## config.mk

```make
export PLATFORM = sky130hd
export DESIGN_NAME = huffman_header_varint_parser_flat
export DESIGN_NICKNAME = d
export VERILOG_FILES = /design/src/rtl/core/hvp_pkg.sv /design/src/rtl/core/hvp_byte_if.sv /design/src/rtl/core/hvp_result_if.sv /design/src/rtl/core/hvp_res_fifo.sv /design/src/rtl/core/huffman_header_varint_parser.sv /design/src/flat_wrapper.sv
export SDC_FILE = /design/constraint.sdc
export NUM_CORES = 1
export LEC_CHECK = 0
export BUFFER_PORTS_ARGS = -buffer_cell sky130_fd_sc_hd__buf_2
export CORE_ASPECT_RATIO = 1.25
export CORE_UTILIZATION = 50
export DETAILED_ROUTE_END_ITERATION = 7
export GPL_TIMING_DRIVEN = 0
export HOLD_SLACK_MARGIN = 0.1
export PLACE_DENSITY = 0.67
export SLEW_MARGIN = 20
export SYNTH_ARGS = -nofsm -noshare
export SYNTH_HDL_FRONTEND = slang
export SYNTH_HIERARCHICAL = 1
export SYNTH_SLANG_ARGS = --single-unit
```

## constraint.sdc

```tcl
create_clock -name i_clk -period 22.7 [get_ports i_clk]
set_input_delay 1.135 -clock i_clk [delete_from_list [all_inputs] [get_ports i_clk]]
set_output_delay 1.135 -clock i_clk [all_outputs]
set_load 0.03 [all_outputs]
```

## src/rtl/core/hvp_pkg.sv

```systemverilog
package hvp_pkg;

    // Width of the saturating payload byte counter.
    localparam int PAYLOAD_COUNT_WIDTH = 32;

    // Result queue depth: two pushes per transfer at most.
    localparam int RES_DEPTH = 4;
    localparam int RES_PTR_W = $clog2(RES_DEPTH);
    localparam int RES_CNT_W = $clog2(RES_DEPTH + 1);

    // Result kinds.
    localparam logic [2:0] K_COUNT    = 3'd0;
    localparam logic [2:0] K_ENTRY    = 3'd1;
    localparam logic [2:0] K_TRAILER  = 3'd2;
    localparam logic [2:0] K_SMALL    = 3'd3;
    localparam logic [2:0] K_EOF_SYM  = 3'd4;
    localparam logic [2:0] K_EOF_VAR  = 3'd5;
    localparam logic [2:0] K_OVERFLOW = 3'd6;
    localparam logic [2:0] K_NO_LAST  = 3'd7;

    localparam int VARINT_MAX_BYTES = 10;

    typedef struct packed {
        logic [2:0]  kind;
        logic [15:0] entry_index;
        logic [7:0]  symbol_value;
        logic [63:0] frequency;
        logic [3:0]  varint_length;
        logic [15:0] entry_total;
        logic [7:0]  final_bits;
        logic [31:0] payload_bytes;
        logic        last_of_run;
    } t_result;

    typedef struct packed {
        logic push0;
        logic push1;
        logic pop;
    } t_fifo_ctl;

    typedef struct packed {
        logic room2;
        logic valid;
    } t_fifo_sts;

endpackage

```

## src/rtl/core/hvp_byte_if.sv

```systemverilog
interface hvp_byte_if;
    logic       valid;
    logic       ready;
    logic [7:0] data_byte;
    logic       end_of_buffer;

    modport source (output valid, output data_byte, output end_of_buffer, input ready);
    modport sink   (input valid, input data_byte, input end_of_buffer, output ready);
endinterface

```

## src/rtl/core/hvp_result_if.sv

```systemverilog
interface hvp_result_if;
    logic        valid;
    logic        ready;
    logic [2:0]  kind;
    logic [15:0] entry_index;
    logic [7:0]  symbol_value;
    logic [63:0] frequency;
    logic [3:0]  varint_length;
    logic [15:0] entry_total;
    logic [7:0]  final_bits;
    logic [31:0] payload_bytes;
    logic        last_of_run;

    modport source (
        output valid, output kind, output entry_index, output symbol_value,
        output frequency, output varint_length, output entry_total,
        output final_bits, output payload_bytes, output last_of_run,
        input ready
    );
    modport sink (
        input valid, input kind, input entry_index, input symbol_value,
        input frequency, input varint_length, input entry_total,
        input final_bits, input payload_bytes, input last_of_run,
        output ready
    );
endinterface

```

## src/rtl/core/hvp_res_fifo.sv

```systemverilog
module hvp_res_fifo (
    input  logic               i_clk,
    input  logic               i_rst_n,
    input  hvp_pkg::t_fifo_ctl i_ctl,
    input  hvp_pkg::t_result   i_data0,
    input  hvp_pkg::t_result   i_data1,
    output hvp_pkg::t_fifo_sts o_sts,
    output hvp_pkg::t_result   o_data
);

    hvp_pkg::t_result r_mem [hvp_pkg::RES_DEPTH];

    logic [hvp_pkg::RES_PTR_W-1:0] r_wr;
    logic [hvp_pkg::RES_PTR_W-1:0] r_rd;
    logic [hvp_pkg::RES_CNT_W-1:0] r_cnt;
    logic [hvp_pkg::RES_CNT_W-1:0] n_cnt;
    logic [hvp_pkg::RES_PTR_W-1:0] w_wr1;
    logic [1:0]                    w_pushes;

    assign w_wr1    = r_wr + hvp_pkg::RES_PTR_W'(1);
    assign w_pushes = {1'b0, i_ctl.push0} + {1'b0, i_ctl.push1};
    assign n_cnt    = r_cnt + hvp_pkg::RES_CNT_W'(w_pushes)
                      - hvp_pkg::RES_CNT_W'(i_ctl.pop);

    always_ff @(posedge i_clk) begin
        if (i_ctl.push0) begin
            r_mem[r_wr] <= i_data0;
        end
        if (i_ctl.push1) begin
            r_mem[w_wr1] <= i_data1;
        end
    end

    always_ff @(posedge i_clk) begin
        if (!i_rst_n) begin
            r_wr  <= '0;
            r_rd  <= '0;
            r_cnt <= '0;
        end else begin
            r_wr  <= r_wr + hvp_pkg::RES_PTR_W'(w_pushes);
            r_rd  <= r_rd + hvp_pkg::RES_PTR_W'(i_ctl.pop);
            r_cnt <= n_cnt;
        end
    end

    // Leave room for the two results one byte can raise.
    assign o_sts.room2 = (r_cnt <= hvp_pkg::RES_CNT_W'(hvp_pkg::RES_DEPTH - 2));
    assign o_sts.valid = (r_cnt != '0);
    assign o_data      = r_mem[r_rd];

endmodule

```

## src/rtl/core/huffman_header_varint_parser.sv

```systemverilog
// Header parser for a Huffman-coded buffer, fed one byte per transfer.
// Input channel i_in carries data_byte and end_of_buffer; the byte flagged
// end_of_buffer closes the buffer and the next byte opens a new one.
// Output channel o_out carries one result per transfer: count, entry
// (symbol plus LEB128 frequency), trailer, or one of five error kinds.
// One input byte raises zero, one or two results; last_of_run marks the
// final result of a byte.
// Throughput: one byte per cycle while the queue has room. The parse runs
// in the cycle of the transfer, between the state registers and a four-deep
// result queue. A result shows on o_out the cycle after its byte is taken
// if the queue was empty. i_in.ready is high while the queue holds two or
// fewer results, which keeps room for the two results one byte can raise; a
// stalled receiver halts the input once three results wait; none is dropped.
// Reset (synchronous, active low) empties the queue and returns the parser
// to the count-low phase with all counters cleared.
module huffman_header_varint_parser (
    input  logic              i_clk,
    input  logic              i_rst_n,
    hvp_byte_if.sink          i_in,
    hvp_result_if.source      o_out
);

    // Parser phases.
    localparam logic [2:0] PH_CNT_LO   = 3'd0;
    localparam logic [2:0] PH_CNT_HI   = 3'd1;
    localparam logic [2:0] PH_SYMBOL   = 3'd2;
    localparam logic [2:0] PH_VARINT   = 3'd3;
    localparam logic [2:0] PH_LASTBITS = 3'd4;
    localparam logic [2:0] PH_PAYLOAD  = 3'd5;
    localparam logic [2:0] PH_DRAIN    = 3'd6;

    localparam int PCW = hvp_pkg::PAYLOAD_COUNT_WIDTH;

    // Parser state.
    logic [2:0]     r_phase,    n_phase;
    logic [7:0]     r_count_lo, n_count_lo;
    logic [15:0]    r_expected, n_expected;
    logic [15:0]    r_done,     n_done;
    logic [7:0]     r_symbol,   n_symbol;
    logic [63:0]    r_freq,     n_freq;
    logic [6:0]     r_shift,    n_shift;
    logic [3:0]     r_vbytes,   n_vbytes;
    logic [7:0]     r_trailer,  n_trailer;
    logic [PCW-1:0] r_pay_cnt,  n_pay_cnt;

    logic               w_accept;
    logic [7:0]         w_byte;
    logic               w_end;
    logic [63:0]        w_freq_or;
    logic [6:0]         w_shift_inc;
    logic [3:0]         w_vbytes_inc;
    logic [15:0]        w_done_inc;
    logic [15:0]        w_count;
    logic [PCW-1:0]     w_pay_next;
    logic [63:0]        w_pay_wide;
    logic [31:0]        w_pay_report;

    hvp_pkg::t_result   w_res_a;
    hvp_pkg::t_result   w_res_b;
    logic               w_a_v;
    logic               w_b_v;
    hvp_pkg::t_result   w_wr0;
    hvp_pkg::t_fifo_ctl w_ctl;
    hvp_pkg::t_fifo_sts w_sts;
    hvp_pkg::t_result   w_head;

    assign w_accept = i_in.valid && i_in.ready;
    assign w_byte   = i_in.data_byte;
    assign w_end    = i_in.end_of_buffer;

    // Merge the next seven data bits in; shifts past bit 63 drop out.
    assign w_freq_or    = r_freq | (r_shift[6] ? 64'd0
                                               : (64'(w_byte[6:0]) << r_shift[5:0]));
    assign w_shift_inc  = r_shift + 7'd7;
    assign w_vbytes_inc = r_vbytes + 4'd1;
    assign w_done_inc   = r_done + 16'd1;
    assign w_count      = {w_byte, r_count_lo};

    // Advance the payload count; hold at all ones.
    assign w_pay_next   = (r_pay_cnt != '1) ? (r_pay_cnt + PCW'(1)) : r_pay_cnt;

    // Report the payload count clipped to 32 bits. A trailer raised on the
    // last-bits byte itself reports zero.
    assign w_pay_wide   = (r_phase == PH_PAYLOAD) ? 64'(w_pay_next) : 64'd0;
    assign w_pay_report = (w_pay_wide > 64'hFFFF_FFFF) ? 32'hFFFF_FFFF : w_pay_wide[31:0];

    always_comb begin
        n_phase    = r_phase;
        n_count_lo = r_count_lo;
        n_expected = r_expected;
        n_done     = r_done;
        n_symbol   = r_symbol;
        n_freq     = r_freq;
        n_shift    = r_shift;
        n_vbytes   = r_vbytes;
        n_trailer  = r_trailer;
        n_pay_cnt  = r_pay_cnt;
        w_a_v      = 1'b0;
        w_b_v      = 1'b0;
        w_res_a    = '0;
        w_res_b    = '0;

        case (r_phase)
            PH_CNT_LO: begin
                n_count_lo = w_byte;
                n_done     = '0;
                n_expected = '0;
                if (w_end) begin
                    w_a_v        = 1'b1;
                    w_res_a.kind = hvp_pkg::K_SMALL;
                end else begin
                    n_phase = PH_CNT_HI;
                end
            end
            PH_CNT_HI: begin
                n_expected   = w_count;
                n_done       = '0;
                w_a_v        = 1'b1;
                w_res_a.kind = hvp_pkg::K_COUNT;
                n_phase      = (w_count == 16'd0) ? PH_LASTBITS : PH_SYMBOL;
            end
            PH_SYMBOL: begin
                n_symbol = w_byte;
                n_freq   = '0;
                n_shift  = '0;
                n_vbytes = '0;
                n_phase  = PH_VARINT;
                // A symbol closing the buffer counts as an end inside the varint.
                if (w_end) begin
                    w_a_v               = 1'b1;
                    w_res_a.kind        = hvp_pkg::K_EOF_VAR;
                    w_res_a.entry_index = r_done;
                end
            end
            PH_VARINT: begin
                n_freq   = w_freq_or;
                n_shift  = w_shift_inc;
                n_vbytes = w_vbytes_inc;
                if (w_byte[7]) begin
                    if (w_shift_inc > 7'd63) begin
                        w_a_v               = 1'b1;
                        w_res_a.kind        = hvp_pkg::K_OVERFLOW;
                        w_res_a.entry_index = r_done;
                        n_phase             = PH_DRAIN;
                    end else if (w_end) begin
                        w_a_v               = 1'b1;
                        w_res_a.kind        = hvp_pkg::K_EOF_VAR;
                        w_res_a.entry_index = r_done;
                    end
                end else begin
                    w_a_v                 = 1'b1;
                    w_res_a.kind          = hvp_pkg::K_ENTRY;
                    w_res_a.entry_index   = r_done;
                    w_res_a.symbol_value  = r_symbol;
                    w_res_a.frequency     = w_freq_or;
                    w_res_a.varint_length = w_vbytes_inc;
                    n_done                = w_done_inc;
                    n_phase = (w_done_inc == r_expected) ? PH_LASTBITS : PH_SYMBOL;
                end
            end
            PH_LASTBITS: begin
                n_trailer = w_byte;
                n_pay_cnt = '0;
                n_phase   = PH_PAYLOAD;
            end
            PH_PAYLOAD: begin
                n_pay_cnt = w_pay_next;
            end
            default: begin
                // Drain after an overflow: drop bytes until the buffer ends.
            end
        endcase

        // The final byte closes the buffer, possibly with a second result.
        if (w_end) begin
            case (n_phase)
                PH_SYMBOL: begin
                    w_b_v               = 1'b1;
                    w_res_b.kind        = hvp_pkg::K_EOF_SYM;
                    w_res_b.entry_index = n_done;
                end
                PH_LASTBITS: begin
                    w_b_v               = 1'b1;
                    w_res_b.kind        = hvp_pkg::K_NO_LAST;
                    w_res_b.entry_index = n_done;
                end
                PH_PAYLOAD: begin
                    w_b_v                 = 1'b1;
                    w_res_b.kind          = hvp_pkg::K_TRAILER;
                    w_res_b.final_bits    = n_trailer;
                    w_res_b.payload_bytes = w_pay_report;
                end
                default: begin
                end
            endcase
            n_phase = PH_CNT_LO;
        end

        w_res_a.entry_total = n_expected;
        w_res_b.entry_total = n_expected;
        w_res_a.last_of_run = !w_b_v;
        w_res_b.last_of_run = 1'b1;
    end

    always_ff @(posedge i_clk) begin
        if (!i_rst_n) begin
            r_phase    <= PH_CNT_LO;
            r_count_lo <= '0;
            r_expected <= '0;
            r_done     <= '0;
            r_symbol   <= '0;
            r_freq     <= '0;
            r_shift    <= '0;
            r_vbytes   <= '0;
            r_trailer  <= '0;
            r_pay_cnt  <= '0;
        end else if (w_accept) begin
            r_phase    <= n_phase;
            r_count_lo <= n_count_lo;
            r_expected <= n_expected;
            r_done     <= n_done;
            r_symbol   <= n_symbol;
            r_freq     <= n_freq;
            r_shift    <= n_shift;
            r_vbytes   <= n_vbytes;
            r_trailer  <= n_trailer;
            r_pay_cnt  <= n_pay_cnt;
        end
    end

    // Pack the results of one byte into consecutive queue slots.
    assign w_wr0       = w_a_v ? w_res_a : w_res_b;
    assign w_ctl.push0 = w_accept && (w_a_v || w_b_v);
    assign w_ctl.push1 = w_accept && w_a_v && w_b_v;
    assign w_ctl.pop   = o_out.valid && o_out.ready;

    hvp_res_fifo u_res_fifo (
        .i_clk   (i_clk),
        .i_rst_n (i_rst_n),
        .i_ctl   (w_ctl),
        .i_data0 (w_wr0),
        .i_data1 (w_res_b),
        .o_sts   (w_sts),
        .o_data  (w_head)
    );

    assign i_in.ready          = w_sts.room2;
    assign o_out.valid         = w_sts.valid;
    assign o_out.kind          = w_head.kind;
    assign o_out.entry_index   = w_head.entry_index;
    assign o_out.symbol_value  = w_head.symbol_value;
    assign o_out.frequency     = w_head.frequency;
    assign o_out.varint_length = w_head.varint_length;
    assign o_out.entry_total   = w_head.entry_total;
    assign o_out.final_bits    = w_head.final_bits;
    assign o_out.payload_bytes = w_head.payload_bytes;
    assign o_out.last_of_run   = w_head.last_of_run;

endmodule

```

## src/flat_wrapper.sv

```systemverilog
// flat-port wrapper written by rule: the top's interface ports become plain ports
module huffman_header_varint_parser_flat 
  (i_clk, i_rst_n, i_in_valid, i_in_data_byte, i_in_end_of_buffer, i_in_ready, o_out_valid, o_out_kind, o_out_entry_index, o_out_symbol_value, o_out_frequency, o_out_varint_length, o_out_entry_total, o_out_final_bits, o_out_payload_bytes, o_out_last_of_run, o_out_ready);
  hvp_byte_if i_in_i ();
  hvp_result_if o_out_i ();
  input  logic i_clk;
  input  logic i_rst_n;
  input wire logic [$bits(i_in_i.valid)-1:0] i_in_valid;
  input wire logic [$bits(i_in_i.data_byte)-1:0] i_in_data_byte;
  input wire logic [$bits(i_in_i.end_of_buffer)-1:0] i_in_end_of_buffer;
  output wire logic [$bits(i_in_i.ready)-1:0] i_in_ready;
  output wire logic [$bits(o_out_i.valid)-1:0] o_out_valid;
  output wire logic [$bits(o_out_i.kind)-1:0] o_out_kind;
  output wire logic [$bits(o_out_i.entry_index)-1:0] o_out_entry_index;
  output wire logic [$bits(o_out_i.symbol_value)-1:0] o_out_symbol_value;
  output wire logic [$bits(o_out_i.frequency)-1:0] o_out_frequency;
  output wire logic [$bits(o_out_i.varint_length)-1:0] o_out_varint_length;
  output wire logic [$bits(o_out_i.entry_total)-1:0] o_out_entry_total;
  output wire logic [$bits(o_out_i.final_bits)-1:0] o_out_final_bits;
  output wire logic [$bits(o_out_i.payload_bytes)-1:0] o_out_payload_bytes;
  output wire logic [$bits(o_out_i.last_of_run)-1:0] o_out_last_of_run;
  input wire logic [$bits(o_out_i.ready)-1:0] o_out_ready;
  assign i_in_i.valid = i_in_valid;
  assign i_in_i.data_byte = i_in_data_byte;
  assign i_in_i.end_of_buffer = i_in_end_of_buffer;
  assign i_in_ready = i_in_i.ready;
  assign o_out_valid = o_out_i.valid;
  assign o_out_kind = o_out_i.kind;
  assign o_out_entry_index = o_out_i.entry_index;
  assign o_out_symbol_value = o_out_i.symbol_value;
  assign o_out_frequency = o_out_i.frequency;
  assign o_out_varint_length = o_out_i.varint_length;
  assign o_out_entry_total = o_out_i.entry_total;
  assign o_out_final_bits = o_out_i.final_bits;
  assign o_out_payload_bytes = o_out_i.payload_bytes;
  assign o_out_last_of_run = o_out_i.last_of_run;
  assign o_out_i.ready = o_out_ready;
  huffman_header_varint_parser u_core (.i_clk(i_clk), .i_rst_n(i_rst_n), .i_in(i_in_i), .o_out(o_out_i));
endmodule
```

==> results.cfg <==
[clocking]
clk_pin_slew_ps = 60
clk-insertion-delay-late_ps = 640
cts_made_buffers = 80
cts-root-buf = clkbuf_16
clockBufferDepth = 3
cts_hold_buffers = 0
cts_resized = 0
cts_sinks = 781
h-tree-depth = 3
post_cts_buffers = 0
cts_tree = built

[logic_synthesis]
yosys.area_share.adder_pct = 0.360
synth_compound_area_share_pct = 5.97
syn-mean-instance-area_um2 = 13.3
yosysWarnings = 6
synth.most_common_cell = edfxtp_1
yosys_register_bits = 781
yosys-top-cells-count = 608 x edfxtp_1, 522 x mux2_2, 340 x nor2_1
synth-edff-count = 608
synth_area_leaders = edfxtp_1 45%, mux2_2 15%, mux4_2 8.6%, dfxtp_1 8.6%, nor2_1 3.2%
syn-instance-count = 3030
synth.distinct_cells = 75
ys_async_sr_fraction_pct = 0
ys.flop_type = edfxtp_1
ys_seq_area_share_pct = 53.9
synth_xor_area_share_pct = 1.24
synth_top_cell_area_share_pct = 45.3
syn_area_um2 = 40300
synth_top_family_by_area = multiplexers
synthMuxAreaShare_pct = 26.9
synth-simple-area-share_pct = 8.52
synth_area_leader_cell = edfxtp_1

[sta]
rsz0062_at_grt = false
tns_ps = 0
tightest_slew_ps = 1130
finalClockSkew_ps = 34.2
slew_viol_final = 0
final.period_utilization_pct = 20.9
relSlewSlack_pct = 24.9
setup_violations = 0
min_period_ps = 4750
hold_viol = 0
max_freq_ghz = 0.211

[detailed_routing]
via_per_inst = 5.65
wl_met1_mm = 42.7
wirelength_mm = 106
dr.pass1.iters = 6
wl_met3_mm = 6.06
ant_nets = 0
drt_iter0_markers = 2261
highest_layer = met5
num_vias = 26821
wl_met2_mm = 53.6
post-route-drc-count = 0
wl_per_cell_um = 22.3

[global_route]
grt_pass1_wl_mm = 162
grt.total_usage_pct = 25.9
antenna_found_initial = 6
grt_max_degree = 22
grt_pass1_vias = 27111
overflow = 0

[worst_setup_path]
crit_path_top_delay_cell = nor2_1
cp_num_buf_inv = 6
worst-setup-path-type = reg2reg
worst_ep_arrival_time_ps = 5080
max_stage_delay_ps = 580
path_common_cell = buf_16
rr_worst_depth = 11
path_cells = clkbuf_1 -> nor2b_1 -> nand3_1 -> nor2_1 -> nand3_2 -> buf_2 -> buf_2 -> o21ai_4 -> buf_16 -> buf_16 -> buf_16
crit_required_ps = 23030
start_kind = flop
critPathCaptureType = flop
worst-path-stages = 11
crit_fanout = 16
crit_family = simple AND/OR/NAND/NOR gates

[floorplan]
core_um2 = 80000
initial_core_util_pct = 50.4
rows = 116
die-area_um2 = 81700
die_w_um = 256
ioPinCount = 167
die_h_um = 319

[placed_design]
dp_hpwl_mm = 73.6
io_buffers = 164
placed_area_um2 = 44600
dp_cells = 4599
finalWeightedCongestion = 0.950

[final_layout]
syn_to_final_growth_pct = 17.1
final_nets = 3643
instances_no_fill = 4748
final_util_pct = 59.0
antennaDiodeCount = 0
postLayoutCellArea_um2 = 47200
fill_cells = 6495
drive_gt1_share_pct = 32.4

[power]
p_per_area_nw_per_um2 = 84.7
p_leak_nw = 17.3
max-vdd-ir-drop_uv = 73.1
p_total_mw = 4.00

[status]
status = finished clean

[min_path]
hold_depth = 2
hold_path.class = reg2reg

[flow_run]
cap_violations = 0
[path summary, 6_finish.rpt]
check                                   start                                       to  slack (ps)
max            u_core/r_phase[0]$_SDFFE_PN0P_  u_core/u_res_fifo/r_mem[0][8]$_DFFE_PP_       17950
min          u_core/r_trailer[3]$_SDFFE_PN0P_         u_core/r_trailer[3]$_SDFFE_PN0P_         450
max reg2reg    u_core/r_phase[0]$_SDFFE_PN0P_  u_core/u_res_fifo/r_mem[0][8]$_DFFE_PP_       17950
min reg2reg  u_core/r_trailer[3]$_SDFFE_PN0P_         u_core/r_trailer[3]$_SDFFE_PN0P_         450
[cell families (layout without fill, tap and decap cells)]
family / count (synthesis) / in the layout
multiplexers: 788 / 788
flip-flops: 781 / 781
AND/OR/NAND/NOR: 739 / 739
AO/OA/AOI/OAI: 408 / 408
buffers and inverters: 247 / 597
XOR/XNOR: 54 / 54
adder cells (fa/ha/maj): 11 / 11
other: 2 / 308
[worst register-to-register path: cells and delay by family, from the launching register on]
family / cells / cell delay [ps]
DFF: 1 / 340
buffers and inverters: 6 / 1810
AOI/OAI and AO/OA: 1 / 340
and+or+nand+nor: 4 / 1940
[sequential cells by signal, summed over array words and instances (netlist names), 7 cells and up]
signal	count
u_core/u_res_fifo/r_mem	608
u_core/r_freq	64
u_core/r_pay_cnt	32
u_core/r_done	16
u_core/r_expected	16
u_core/r_count_lo	8
u_core/r_symbol	8
u_core/r_trailer	8
u_core/r_shift	7
[area by class of cell]
class                      instances  area (µm²)  area share, %
sequential                       781       21700           46.0
multi-input combinational       2308       18500           39.2
clock buffer                     114        2340           4.96
timing repair buffer             201        1770           3.74
tap                             1062        1330           2.82
buffer                           228        1170           2.47
clock inverter                    35         279          0.591
inverter                          19        71.3          0.151
[per-stage QoR]
step	hold slack [ps]	setup WS [ps]
finish	453	17950
global route	460	17860
CTS	452	18090
detailed placement	444	17500
global placement	439	-1800
floorplan	432	8830
[layout by cell type, fill, tap and decap left out, types with 18 or more instances in the layout]
cell type    n
mux2i_1     21
o21ai_0     66
mux2_2     522
edfxtp_1   608
clkbuf_1   141
mux2_1      21
buf_16      28
nor3_1      68
buf_2      226
conb_1     308
a21oi_1    215
and2_1      46
xnor2_1     20
mux2_4      70
nor2_1     338
clkbuf_16   85
o21a_1      18
a22oi_1     26
buf_4       20
nand2_1    131
xor2_1      32
a22o_1      18
mux4_2     154
nand3_1     27
dfxtp_1    173
buf_6       21
[where the power goes]
part,switching [mW],leakage (nW),internal (mW)
logic,0.640,9.33,0.376
registers,0.0258,6.69,1.64
clock network,0.557,1.29,0.764
[layer usage]
| metal | track usage, % | vias up |
|---|---|---|
| met4 | 9.90 | 8 |
| met1 | 32.4 | 13357 |
| met3 | 4.00 | 210 |
| li1 | - | 12397 |
| met2 | 45.3 | 849 |
| met5 | 0 | - |
Note: power is estimated with default switching activity, not from simulation.
